File: src/fet_pkg.sv
`timescale 1ns / 1ps
// ----------------------------------------------------------------------------
// fet_pkg
// Types, codes and helpers shared by the float exclusion table modules.
// ----------------------------------------------------------------------------
package fet_pkg;

  localparam int MAX_FLOATS_DEF = 32;

  localparam int VAL_W      = 32;
  localparam int IN_TDATA_W = 232;
  localparam int IN_TUSER_W = 3;
  localparam int OUT_DATA_W = 141;
  localparam int OUT_TDATA_W = 144;

  typedef enum logic [2:0] {
    FN_APPEND = 3'd0,
    FN_TRUNC  = 3'd1,
    FN_CLEAR  = 3'd2,
    FN_NEXT   = 3'd3,
    FN_SPAN   = 3'd4
  } func_t;

  typedef struct packed {
    logic signed [VAL_W-1:0] top;
    logic signed [VAL_W-1:0] bottom;
    logic signed [VAL_W-1:0] edge_pos;
    logic                    is_left;
  } entry_t;

  // Running state of a table scan.
  typedef struct packed {
    logic                    hl;
    logic                    hr;
    logic signed [VAL_W-1:0] bl;
    logic signed [VAL_W-1:0] br;
    logic signed [VAL_W-1:0] sl;
    logic signed [VAL_W-1:0] sr;
  } acc_t;

  function automatic logic signed [VAL_W-1:0] sat32(input logic signed [VAL_W:0] v);
    logic signed [VAL_W-1:0] r;
    if (v[VAL_W] != v[VAL_W-1]) begin
      r = v[VAL_W] ? {1'b1, {(VAL_W-1){1'b0}}} : {1'b0, {(VAL_W-1){1'b1}}};
    end else begin
      r = v[VAL_W-1:0];
    end
    return r;
  endfunction

endpackage

File: src/fet_ram.sv
`timescale 1ns / 1ps
// ----------------------------------------------------------------------------
// fet_ram
// Generic single-write, single-read RAM with registered read data.
// ----------------------------------------------------------------------------
module fet_ram #(
  parameter int WIDTH = 8,
  parameter int DEPTH = 32
) (
  input  logic                     clk,
  input  logic                     we,
  input  logic [$clog2(DEPTH)-1:0] waddr,
  input  logic [WIDTH-1:0]         wdata,
  input  logic [$clog2(DEPTH)-1:0] raddr,
  output logic [WIDTH-1:0]         rdata
);

  logic [WIDTH-1:0] mem [DEPTH];

  always_ff @(posedge clk) begin
    if (we) begin
      mem[waddr] <= wdata;
    end
    rdata <= mem[raddr];
  end

endmodule

File: src/fet_unit.sv
`timescale 1ns / 1ps
// ----------------------------------------------------------------------------
// fet_unit
// Shared compare unit: folds one table entry into the running scan state.
// ----------------------------------------------------------------------------
module fet_unit #(
  parameter int AW = 5
) (
  input  fet_pkg::func_t                    op,
  input  logic signed [fet_pkg::VAL_W-1:0]  y,
  input  logic signed [fet_pkg::VAL_W:0]    y_end,
  input  logic                              h_zero,
  input  fet_pkg::entry_t                   entry,
  input  logic [AW-1:0]                     idx,
  input  fet_pkg::acc_t                     acc_in,
  input  logic [AW-1:0]                     il_in,
  input  logic [AW-1:0]                     ir_in,
  output fet_pkg::acc_t                     acc_out,
  output logic [AW-1:0]                     il_out,
  output logic [AW-1:0]                     ir_out
);

  import fet_pkg::*;

  logic                    aff;
  logic                    top_ok;
  logic signed [VAL_W-1:0] cur;
  logic signed [VAL_W-1:0] cand;
  logic                    gt;
  logic                    lt;

  always_comb begin
    top_ok = h_zero ? (entry.top <= y)
                    : ($signed({entry.top[VAL_W-1], entry.top}) < y_end);
    aff    = top_ok && (y < entry.bottom);
    if (op == FN_SPAN) begin
      cur  = entry.is_left ? acc_in.sl : acc_in.sr;
      cand = entry.edge_pos;
    end else begin
      cur  = entry.is_left ? acc_in.bl : acc_in.br;
      cand = entry.bottom;
    end
    gt = cand > cur;
    lt = cand < cur;
  end

  always_comb begin
    acc_out = acc_in;
    il_out  = il_in;
    ir_out  = ir_in;
    case (op)
      FN_CLEAR: begin
        if (entry.is_left) begin
          if (!acc_in.hl || gt) begin
            acc_out.hl = 1'b1;
            acc_out.bl = entry.bottom;
            il_out     = idx;
          end
        end else begin
          if (!acc_in.hr || gt) begin
            acc_out.hr = 1'b1;
            acc_out.br = entry.bottom;
            ir_out     = idx;
          end
        end
      end
      FN_NEXT: begin
        if (aff) begin
          if (entry.is_left) begin
            acc_out.hl = 1'b1;
            acc_out.bl = entry.bottom;
          end else begin
            acc_out.hr = 1'b1;
            acc_out.br = entry.bottom;
          end
        end
      end
      FN_SPAN: begin
        if (aff) begin
          if (entry.is_left && gt) begin
            acc_out.sl = entry.edge_pos;
          end
          if (!entry.is_left && lt) begin
            acc_out.sr = entry.edge_pos;
          end
        end
      end
      default: begin
      end
    endcase
  end

endmodule

File: src/float_exclusion_table.sv
`timescale 1ns / 1ps
// ----------------------------------------------------------------------------
// float_exclusion_table
// Ordered table of floats with append, truncate and band queries.
// ----------------------------------------------------------------------------
// Usage: one operation enters on the s_ channel per transfer (s_tuser holds
// the operation code) and yields exactly one result transfer on m_.
// Append and truncate take effect in the accept cycle; their result is
// registered in the final step. A query walks the n held entries through the
// shared compare unit, one entry per cycle read from the table RAM, then
// passes through the DRAIN, FIN1 and FIN2 steps (only FIN1 and FIN2 when the
// table is empty). s_tready is high only while the sequencer is idle, so no
// new operation is taken until the previous one has left the last step.
// The result sits in an output register; the next operation is accepted and
// worked on while it waits, and is held in the last step until m_tready
// frees the register. Reset empties the table, zeroes the last appended top
// and drops m_tvalid; table contents need no clearing.
// ----------------------------------------------------------------------------
module float_exclusion_table #(
  parameter int MAX_FLOATS = fet_pkg::MAX_FLOATS_DEF
) (
  input  logic                            clk,
  input  logic                            rst,
  input  logic                            s_tvalid,
  output logic                            s_tready,
  // float_top, float_bottom, float_edge, float_is_left, keep_count,
  // y_position, band_height, clear_mode, left_limit, right_limit
  input  logic [fet_pkg::IN_TDATA_W-1:0]  s_tdata,
  // func
  input  logic [fet_pkg::IN_TUSER_W-1:0]  s_tuser,
  output logic                            m_tvalid,
  input  logic                            m_tready,
  // distance, span_left, span_right, found_valid, found_index, float_count,
  // last_top, status, zero fill
  output logic [fet_pkg::OUT_TDATA_W-1:0] m_tdata
);

  import fet_pkg::*;

  localparam int AW = $clog2(MAX_FLOATS);
  localparam int CW = $clog2(MAX_FLOATS + 1);
  localparam int XW = (CW > 6) ? CW : 6;

  typedef enum logic [4:0] {
    ST_IDLE  = 5'b00001,
    ST_SCAN  = 5'b00010,
    ST_DRAIN = 5'b00100,
    ST_FIN1  = 5'b01000,
    ST_FIN2  = 5'b10000
  } state_t;

  logic signed [VAL_W-1:0] in_top;
  logic signed [VAL_W-1:0] in_bottom;
  logic signed [VAL_W-1:0] in_edge;
  logic                    in_is_left;
  logic [5:0]              in_keep;
  logic signed [VAL_W-1:0] in_y;
  logic [VAL_W-2:0]        in_h;
  logic [1:0]              in_mode;
  logic signed [VAL_W-1:0] in_left;
  logic signed [VAL_W-1:0] in_right;
  func_t                   in_func;

  state_t                  state;
  func_t                   op;
  logic signed [VAL_W-1:0] y;
  logic signed [VAL_W:0]   y_end;
  logic                    h_zero;
  logic [1:0]              mode;
  logic [CW-1:0]           count;
  logic signed [VAL_W-1:0] last_top;
  logic                    status;
  logic [AW-1:0]           addr;
  logic                    proc_valid;
  logic [AW-1:0]           proc_idx;
  acc_t                    acc;
  logic [AW-1:0]           il;
  logic [AW-1:0]           ir;
  acc_t                    acc_next;
  logic [AW-1:0]           il_next;
  logic [AW-1:0]           ir_next;
  logic signed [VAL_W-1:0] sel_bottom;
  logic                    sel_valid;
  logic [AW-1:0]           sel_idx;

  logic                    accept;
  logic                    full;
  logic                    ram_we;
  entry_t                  wr_entry;
  entry_t                  rd_entry;
  logic                    is_query;
  logic                    hlm;
  logic                    hrm;
  logic                    blt;
  logic                    use_l;

  logic signed [VAL_W-1:0] distance;
  logic signed [VAL_W-1:0] span_left;
  logic signed [VAL_W-1:0] span_right;
  logic                    found_valid;
  logic [4:0]              found_index;
  logic [5:0]              float_count;
  logic signed [VAL_W-1:0] out_last_top;
  logic                    out_status;

  assign in_top     = s_tdata[31:0];
  assign in_bottom  = s_tdata[63:32];
  assign in_edge    = s_tdata[95:64];
  assign in_is_left = s_tdata[96];
  assign in_keep    = s_tdata[102:97];
  assign in_y       = s_tdata[134:103];
  assign in_h       = s_tdata[165:135];
  assign in_mode    = s_tdata[167:166];
  assign in_left    = s_tdata[199:168];
  assign in_right   = s_tdata[231:200];
  assign in_func    = func_t'(s_tuser);

  assign s_tready = (state == ST_IDLE);
  assign accept   = s_tvalid && s_tready;
  assign full     = (count == CW'(MAX_FLOATS));
  assign ram_we   = accept && (in_func == FN_APPEND) && !full;
  assign is_query = (in_func == FN_CLEAR) || (in_func == FN_NEXT) || (in_func == FN_SPAN);

  assign wr_entry.top      = in_top;
  assign wr_entry.bottom   = in_bottom;
  assign wr_entry.edge_pos = in_edge;
  assign wr_entry.is_left  = in_is_left;

  fet_ram #(
    .WIDTH ($bits(entry_t)),
    .DEPTH (MAX_FLOATS)
  ) u_table (
    .clk   (clk),
    .we    (ram_we),
    .waddr (count[AW-1:0]),
    .wdata (wr_entry),
    .raddr (addr),
    .rdata (rd_entry)
  );

  fet_unit #(
    .AW (AW)
  ) u_unit (
    .op      (op),
    .y       (y),
    .y_end   (y_end),
    .h_zero  (h_zero),
    .entry   (rd_entry),
    .idx     (proc_idx),
    .acc_in  (acc),
    .il_in   (il),
    .ir_in   (ir),
    .acc_out (acc_next),
    .il_out  (il_next),
    .ir_out  (ir_next)
  );

  always_comb begin
    hlm = acc.hl && mode[0];
    hrm = acc.hr && mode[1];
    blt = acc.bl < acc.br;
    if (op == FN_CLEAR) begin
      use_l = hlm && (!hrm || !blt);
    end else begin
      use_l = acc.hl && (!acc.hr || blt);
    end
  end

  always_ff @(posedge clk) begin
    if (rst) begin
      state      <= ST_IDLE;
      count      <= '0;
      last_top   <= '0;
      proc_valid <= 1'b0;
      m_tvalid   <= 1'b0;
    end else begin
      proc_valid <= (state == ST_SCAN);
      if ((state == ST_FIN2) && (!m_tvalid || m_tready)) begin
        m_tvalid <= 1'b1;
      end else if (m_tvalid && m_tready) begin
        m_tvalid <= 1'b0;
      end
      case (state)
        ST_IDLE: begin
          if (accept) begin
            if (ram_we) begin
              count    <= count + CW'(1);
              last_top <= in_top;
            end
            if ((in_func == FN_TRUNC) && (XW'(in_keep) < XW'(count))) begin
              count <= CW'(in_keep);
            end
            if (!is_query) begin
              state <= ST_FIN2;
            end else if (count == '0) begin
              state <= ST_FIN1;
            end else begin
              state <= ST_SCAN;
            end
          end
        end
        ST_SCAN: begin
          if (CW'(addr) == count - CW'(1)) begin
            state <= ST_DRAIN;
          end
        end
        ST_DRAIN: begin
          state <= ST_FIN1;
        end
        ST_FIN1: begin
          state <= ST_FIN2;
        end
        ST_FIN2: begin
          if (!m_tvalid || m_tready) begin
            state <= ST_IDLE;
          end
        end
        default: begin
          state <= ST_IDLE;
        end
      endcase
    end
  end

  always_ff @(posedge clk) begin
    proc_idx <= addr;
    if (state == ST_SCAN) begin
      addr <= addr + AW'(1);
    end
    if (proc_valid) begin
      acc <= acc_next;
      il  <= il_next;
      ir  <= ir_next;
    end
    if (accept) begin
      op      <= in_func;
      y       <= in_y;
      y_end   <= $signed({in_y[VAL_W-1], in_y}) + $signed({2'b00, in_h});
      h_zero  <= (in_h == '0);
      mode    <= in_mode;
      status  <= (in_func == FN_APPEND) && full;
      addr    <= '0;
      acc.hl  <= 1'b0;
      acc.hr  <= 1'b0;
      acc.bl  <= '0;
      acc.br  <= '0;
      acc.sl  <= in_left;
      acc.sr  <= in_right;
      il      <= '0;
      ir      <= '0;
      sel_valid <= 1'b0;
    end
    if (state == ST_FIN1) begin
      sel_bottom <= use_l ? acc.bl : acc.br;
      sel_idx    <= use_l ? il : ir;
      if (op == FN_CLEAR) begin
        sel_valid <= hlm || hrm;
      end else begin
        sel_valid <= acc.hl || acc.hr;
      end
    end
    if ((state == ST_FIN2) && (!m_tvalid || m_tready)) begin
      float_count  <= 6'(count);
      out_last_top <= last_top;
      out_status   <= status;
      if (((op == FN_CLEAR) || (op == FN_NEXT)) && sel_valid) begin
        distance <= sat32($signed({sel_bottom[VAL_W-1], sel_bottom})
                          - $signed({y[VAL_W-1], y}));
      end else begin
        distance <= '0;
      end
      if ((op == FN_CLEAR) && sel_valid) begin
        found_valid <= 1'b1;
        found_index <= 5'(sel_idx);
      end else begin
        found_valid <= 1'b0;
        found_index <= '0;
      end
      if (op == FN_SPAN) begin
        span_left  <= acc.sl;
        span_right <= acc.sr;
      end else begin
        span_left  <= '0;
        span_right <= '0;
      end
    end
  end

  assign m_tdata = {3'b000, out_status, out_last_top, float_count, found_index,
                    found_valid, span_right, span_left, distance};

`ifndef SYNTH
  a_full_append_keeps_count: assert property (@(posedge clk) disable iff (rst)
    (accept && (in_func == FN_APPEND) && full) |=> (count == $past(count)))
    else $error("append into a full table changed the count");

  a_trunc_never_grows: assert property (@(posedge clk) disable iff (rst)
    (accept && (in_func == FN_TRUNC)) |=> (count <= $past(count)))
    else $error("truncate grew the table");

  a_scan_addr_in_range: assert property (@(posedge clk) disable iff (rst)
    (state == ST_SCAN) |-> (CW'(addr) < count))
    else $error("scan address beyond held entries");

  a_proc_only_in_scan: assert property (@(posedge clk) disable iff (rst)
    proc_valid |-> ((state == ST_SCAN) || (state == ST_DRAIN)))
    else $error("entry folded outside the scan");

  a_query_holds_count: assert property (@(posedge clk) disable iff (rst)
    ((state == ST_SCAN) || (state == ST_DRAIN) || (state == ST_FIN1))
      |=> (count == $past(count)))
    else $error("count changed during a query");
`endif

endmodule
File: config.mk
export PLATFORM = sky130hd
export DESIGN_NAME = float_exclusion_table
export DESIGN_NICKNAME = d
export VERILOG_FILES = /design/src/fet_pkg.sv /design/src/fet_ram.sv /design/src/fet_unit.sv /design/src/float_exclusion_table.sv
export SDC_FILE = /design/constraint.sdc
export NUM_CORES = 2
export LEC_CHECK = 0
export ABC_CLOCK_PERIOD_IN_PS = 12300
export BUFFER_PORTS_ARGS = -buffer_cell sky130_fd_sc_hd__buf_2
export CORE_MARGIN = 4
export CORE_UTILIZATION = 35
export CTS_CLUSTER_SIZE = 30
export DETAILED_ROUTE_END_ITERATION = 16
export GPL_ROUTABILITY_DRIVEN = 0
export GPL_TIMING_DRIVEN = 0
export PLACE_DENSITY_LB_ADDON = 0.08
export RECOVER_POWER = 100
export SKIP_LAST_GASP = 1
export SLEW_MARGIN = 5
export SYNTH_ARGS = -nofsm -noshare
export SYNTH_HDL_FRONTEND = slang
export SYNTH_SLANG_ARGS = --single-unit
export TNS_END_PERCENT = 5
File: constraint.sdc
create_clock -name clk -period 12.3 [get_ports clk]
set_input_delay 3.075 -clock clk [delete_from_list [all_inputs] [get_ports clk]]
set_output_delay 3.075 -clock clk [all_outputs]
set_load 0.03 [all_outputs]
==> key figures <==
Routing
  • Routed length per instance: between 30 and 40 um
  • Final ANT Viol Nets: 0
  • Final wirelength: 487,000 um
  • DRT iter0 DRCs: 7,675
  • DR pass1 iterations: 6
  • Vias/cell: around 5.5
  • Vias: roughly 76,000
  • # DRC: 0

Synth
  • Top FF cell, synth: edfxtp_1
  • Ys async rst share: 0%
  • Post-synth EDFFs: 3,419
  • Synth area leaders: edfxtp_1 (71%), mux4_2 (16%), dfxtp_1 (3.2%)
  • Yosys reg bits: 3,647
  • Leading area contributor after synthesis: edfxtp_1
  • Synth Cell Area: 145,000 um2
  • Syn Area/Cell: 20.6 um2
  • Synth unique cells: 77
  • Sequential fraction of the synthesis area: about three quarters
  • Yosys top cell area share: 70.9%
  • YS warnings: 0
  • Synth Instances: 7,041

Outcome
  • Status: complete, but fails checks
  • Failing checks: capacitance limit, slew limit

Global route
  • Vias in the first global route: 77,600
  • Pin count of the biggest net entering global routing: 59
  • First-pass GRT wire length: approximately 660,000 um
  • Gr usage total: between 20% and 30%
  • Initial antenna violation count: between 40 and 50
  • Gr ovfl total: 0

Finish
  • Most common cell after layout, fill and taps aside: edfxtp_1
  • Commonest cells after routing, fill and taps aside: edfxtp_1 (3,419), mux4_2 (1,002), clkbuf_1 (799)
  • Sequential Area: 107,000 um2
  • Cell Count, Final, Fillers Out: 13,900
  • Layout filler cell count: between 30,000 and 40,000
  • Nets: approximately 8,500
  • Area Growth Syn to Fin: 16.0%
  • Multi-input gate area: 35,500 um2
  • Share of cells above drive strength 1: 22.0%

Critical path
  • R2R depth: 16
  • Crit end category: register
  • Data arrival, critical path: 10.46 ns
  • Critical path class: in -> reg
  • Startpoint Class: input pin
  • CP required: 12.95 ns
  • Crit Path Max Fanout: 18

Clocking
  • Clk_lat worst skew: between 0.9 and 1 ns
  • Post-CTS setup buffers: 0
  • Clk root buf: clkbuf_16
  • Cts bufs inserted: 406
  • Hold-fix buffers at CTS: 0
  • Clock sinks: 3,647
  • CTS tree: yes
  • Clock Pin Slew Worst Setup and Hold Paths: around 0.050 ns
  • Post-CTS Resized: 0
  • H-Tree Depth: 5
  • Max clock buf depth: 4

STA
  • Slew Viols, Final: 2,914
  • Final Hold Fails: 0
  • Min cycle time layout: 9.82 ns
  • Setup violations, final: 0
  • Final period util: 79.8%
  • Setup Skew: roughly 0.039 ns
  • Rel. slew slack: -131%
  • Hold Slack: 0.353 ns
  • FMAX: 102 MHz
  • RSZ-0062 raised after global routing: no
  • Worst slew pin tran: 3.46 ns
  • Setup TNS: 0 ns

Worst hold path
  • Worst Hold Class: reg -> reg
  • Hold Path Stages: 0

Floorplan
  • Initial Util: 35.1%
  • Rows: 236
  • Die width: 651 um
  • Die area: 424,000 um2
  • Core ar.: just over 400,000 um2
  • # IOs: 385
  • Die Y: 651 um

Placement
  • Port Buf Inserts: 380
  • Dpl cells: 13,100
  • Post-DP HPWL: 349,000 um

Job
  • # Max-Cap Violations: 166

Power and ir drop
  • Static leakage: 52.4 nW
  • Worst vdd ir: 0.109 mV
  • Final Power: 0.0270 W
  • PD cells: 161 nW/um2
[flip-flops by register name (all words and copies together), names as in the netlist, 6 cells and up]
name / flops
u_table.mem: 3104
acc: 130
u_table.rdata: 97
y_end: 33
distance: 32
last_top: 32
out_last_top: 32
sel_bottom: 32
span_left: 32
span_right: 32
y: 32
count: 6
float_count: 6
[stage by stage]
stage | util, % | worst slack (ns) | area (um2)
final | 40.7 | 2.48 | 168000
after global routing | 40.7 | 2.46 | 168000
after CTS | 41.5 | 5.18 | 171000
after detailed placement | 38.4 | 4.85 | 158000
after global placement | 37.2 | -7.36 | 154000
after floorplan | - | 2.23 | 145000
[metal layers]
layer | vias up | wire [um] | GRT usage [%]
met2 | 2723 | 230000 | 36.6
met1 | 41500 | 205000 | 30.9
met3 | 679 | 28600 | 3.38
met5 | - | 80 | 0
met4 | 12 | 22500 | 8.34
li1 | 31300 | - | -
[synthesized netlist by cell type (26+ instances only)]
library cell	n
edfxtp_1	3419
mux4_2	1002
nand2_1	376
clkbuf_1	254
ha_1	231
dfxtp_1	228
inv_1	196
o21ai_0	151
a21oi_1	149
nor2_1	111
mux2_2	100
and2_1	76
a221o_1	66
nand4_1	64
buf_1	63
nand3_1	59
a21o_1	53
mux2_1	35
xnor2_1	33
o41ai_1	31
xor2_1	29
nor3_1	26
[logic make-up (layout without fill, tap and decap cells)]
kind of cell    Yosys count  count (layout)  share of synthesized area (%)
flops                  3647            3647                           74.0
compound gates          584             584                           2.70
mux                    1158            1158                           16.8
fa+ha+maj               233             233                           2.02
xor+xnor                 62              62                          0.375
other cells               1              38                        0.00259
buf+inv                 544            1896                           1.49
simple gates            812             812                           2.63
[final timing paths]
kind	startpoint	to	slack (ns)
worst max-delay path	s_tvalid	u_table.mem[0][45]	2.48
worst min-delay path	addr[4]	proc_idx[4]	0.35
worst max register to register	op[0]	acc[23]	3.71
worst min register to register	addr[4]	proc_idx[4]	0.35
[final cells by class]
class / count / share of cell area [%]
multi-input cells: 2852 / 21.1
diodes: 35 / 0.0521
inverters: 197 / 0.440
well taps: 5474 / 4.08
flip-flops and latches: 3647 / 63.8
plain buffers: 347 / 0.862
clock inverters: 200 / 1.08
clock buffers: 553 / 6.65
repair buffers: 599 / 1.90
[where the power goes]
part           switching, W  internal (W)
Sequential         0.000167        0.0137
Clock               0.00500       0.00690
Combinational      0.000869      0.000344
Total               0.00604        0.0210
[worst max-delay path, cell delays in order]
cell      delay [ns]
clkbuf_1        0.19
nand2_1         0.35
clkbuf_1        0.54
nor2_1          0.86
nand2_1         0.42
nor2_1          1.47
clkbuf_1        1.32
clkbuf_1        1.37
buf_12          0.30
buf_12          0.21
buf_12          0.22
Power figures use the tool's default switching activity.
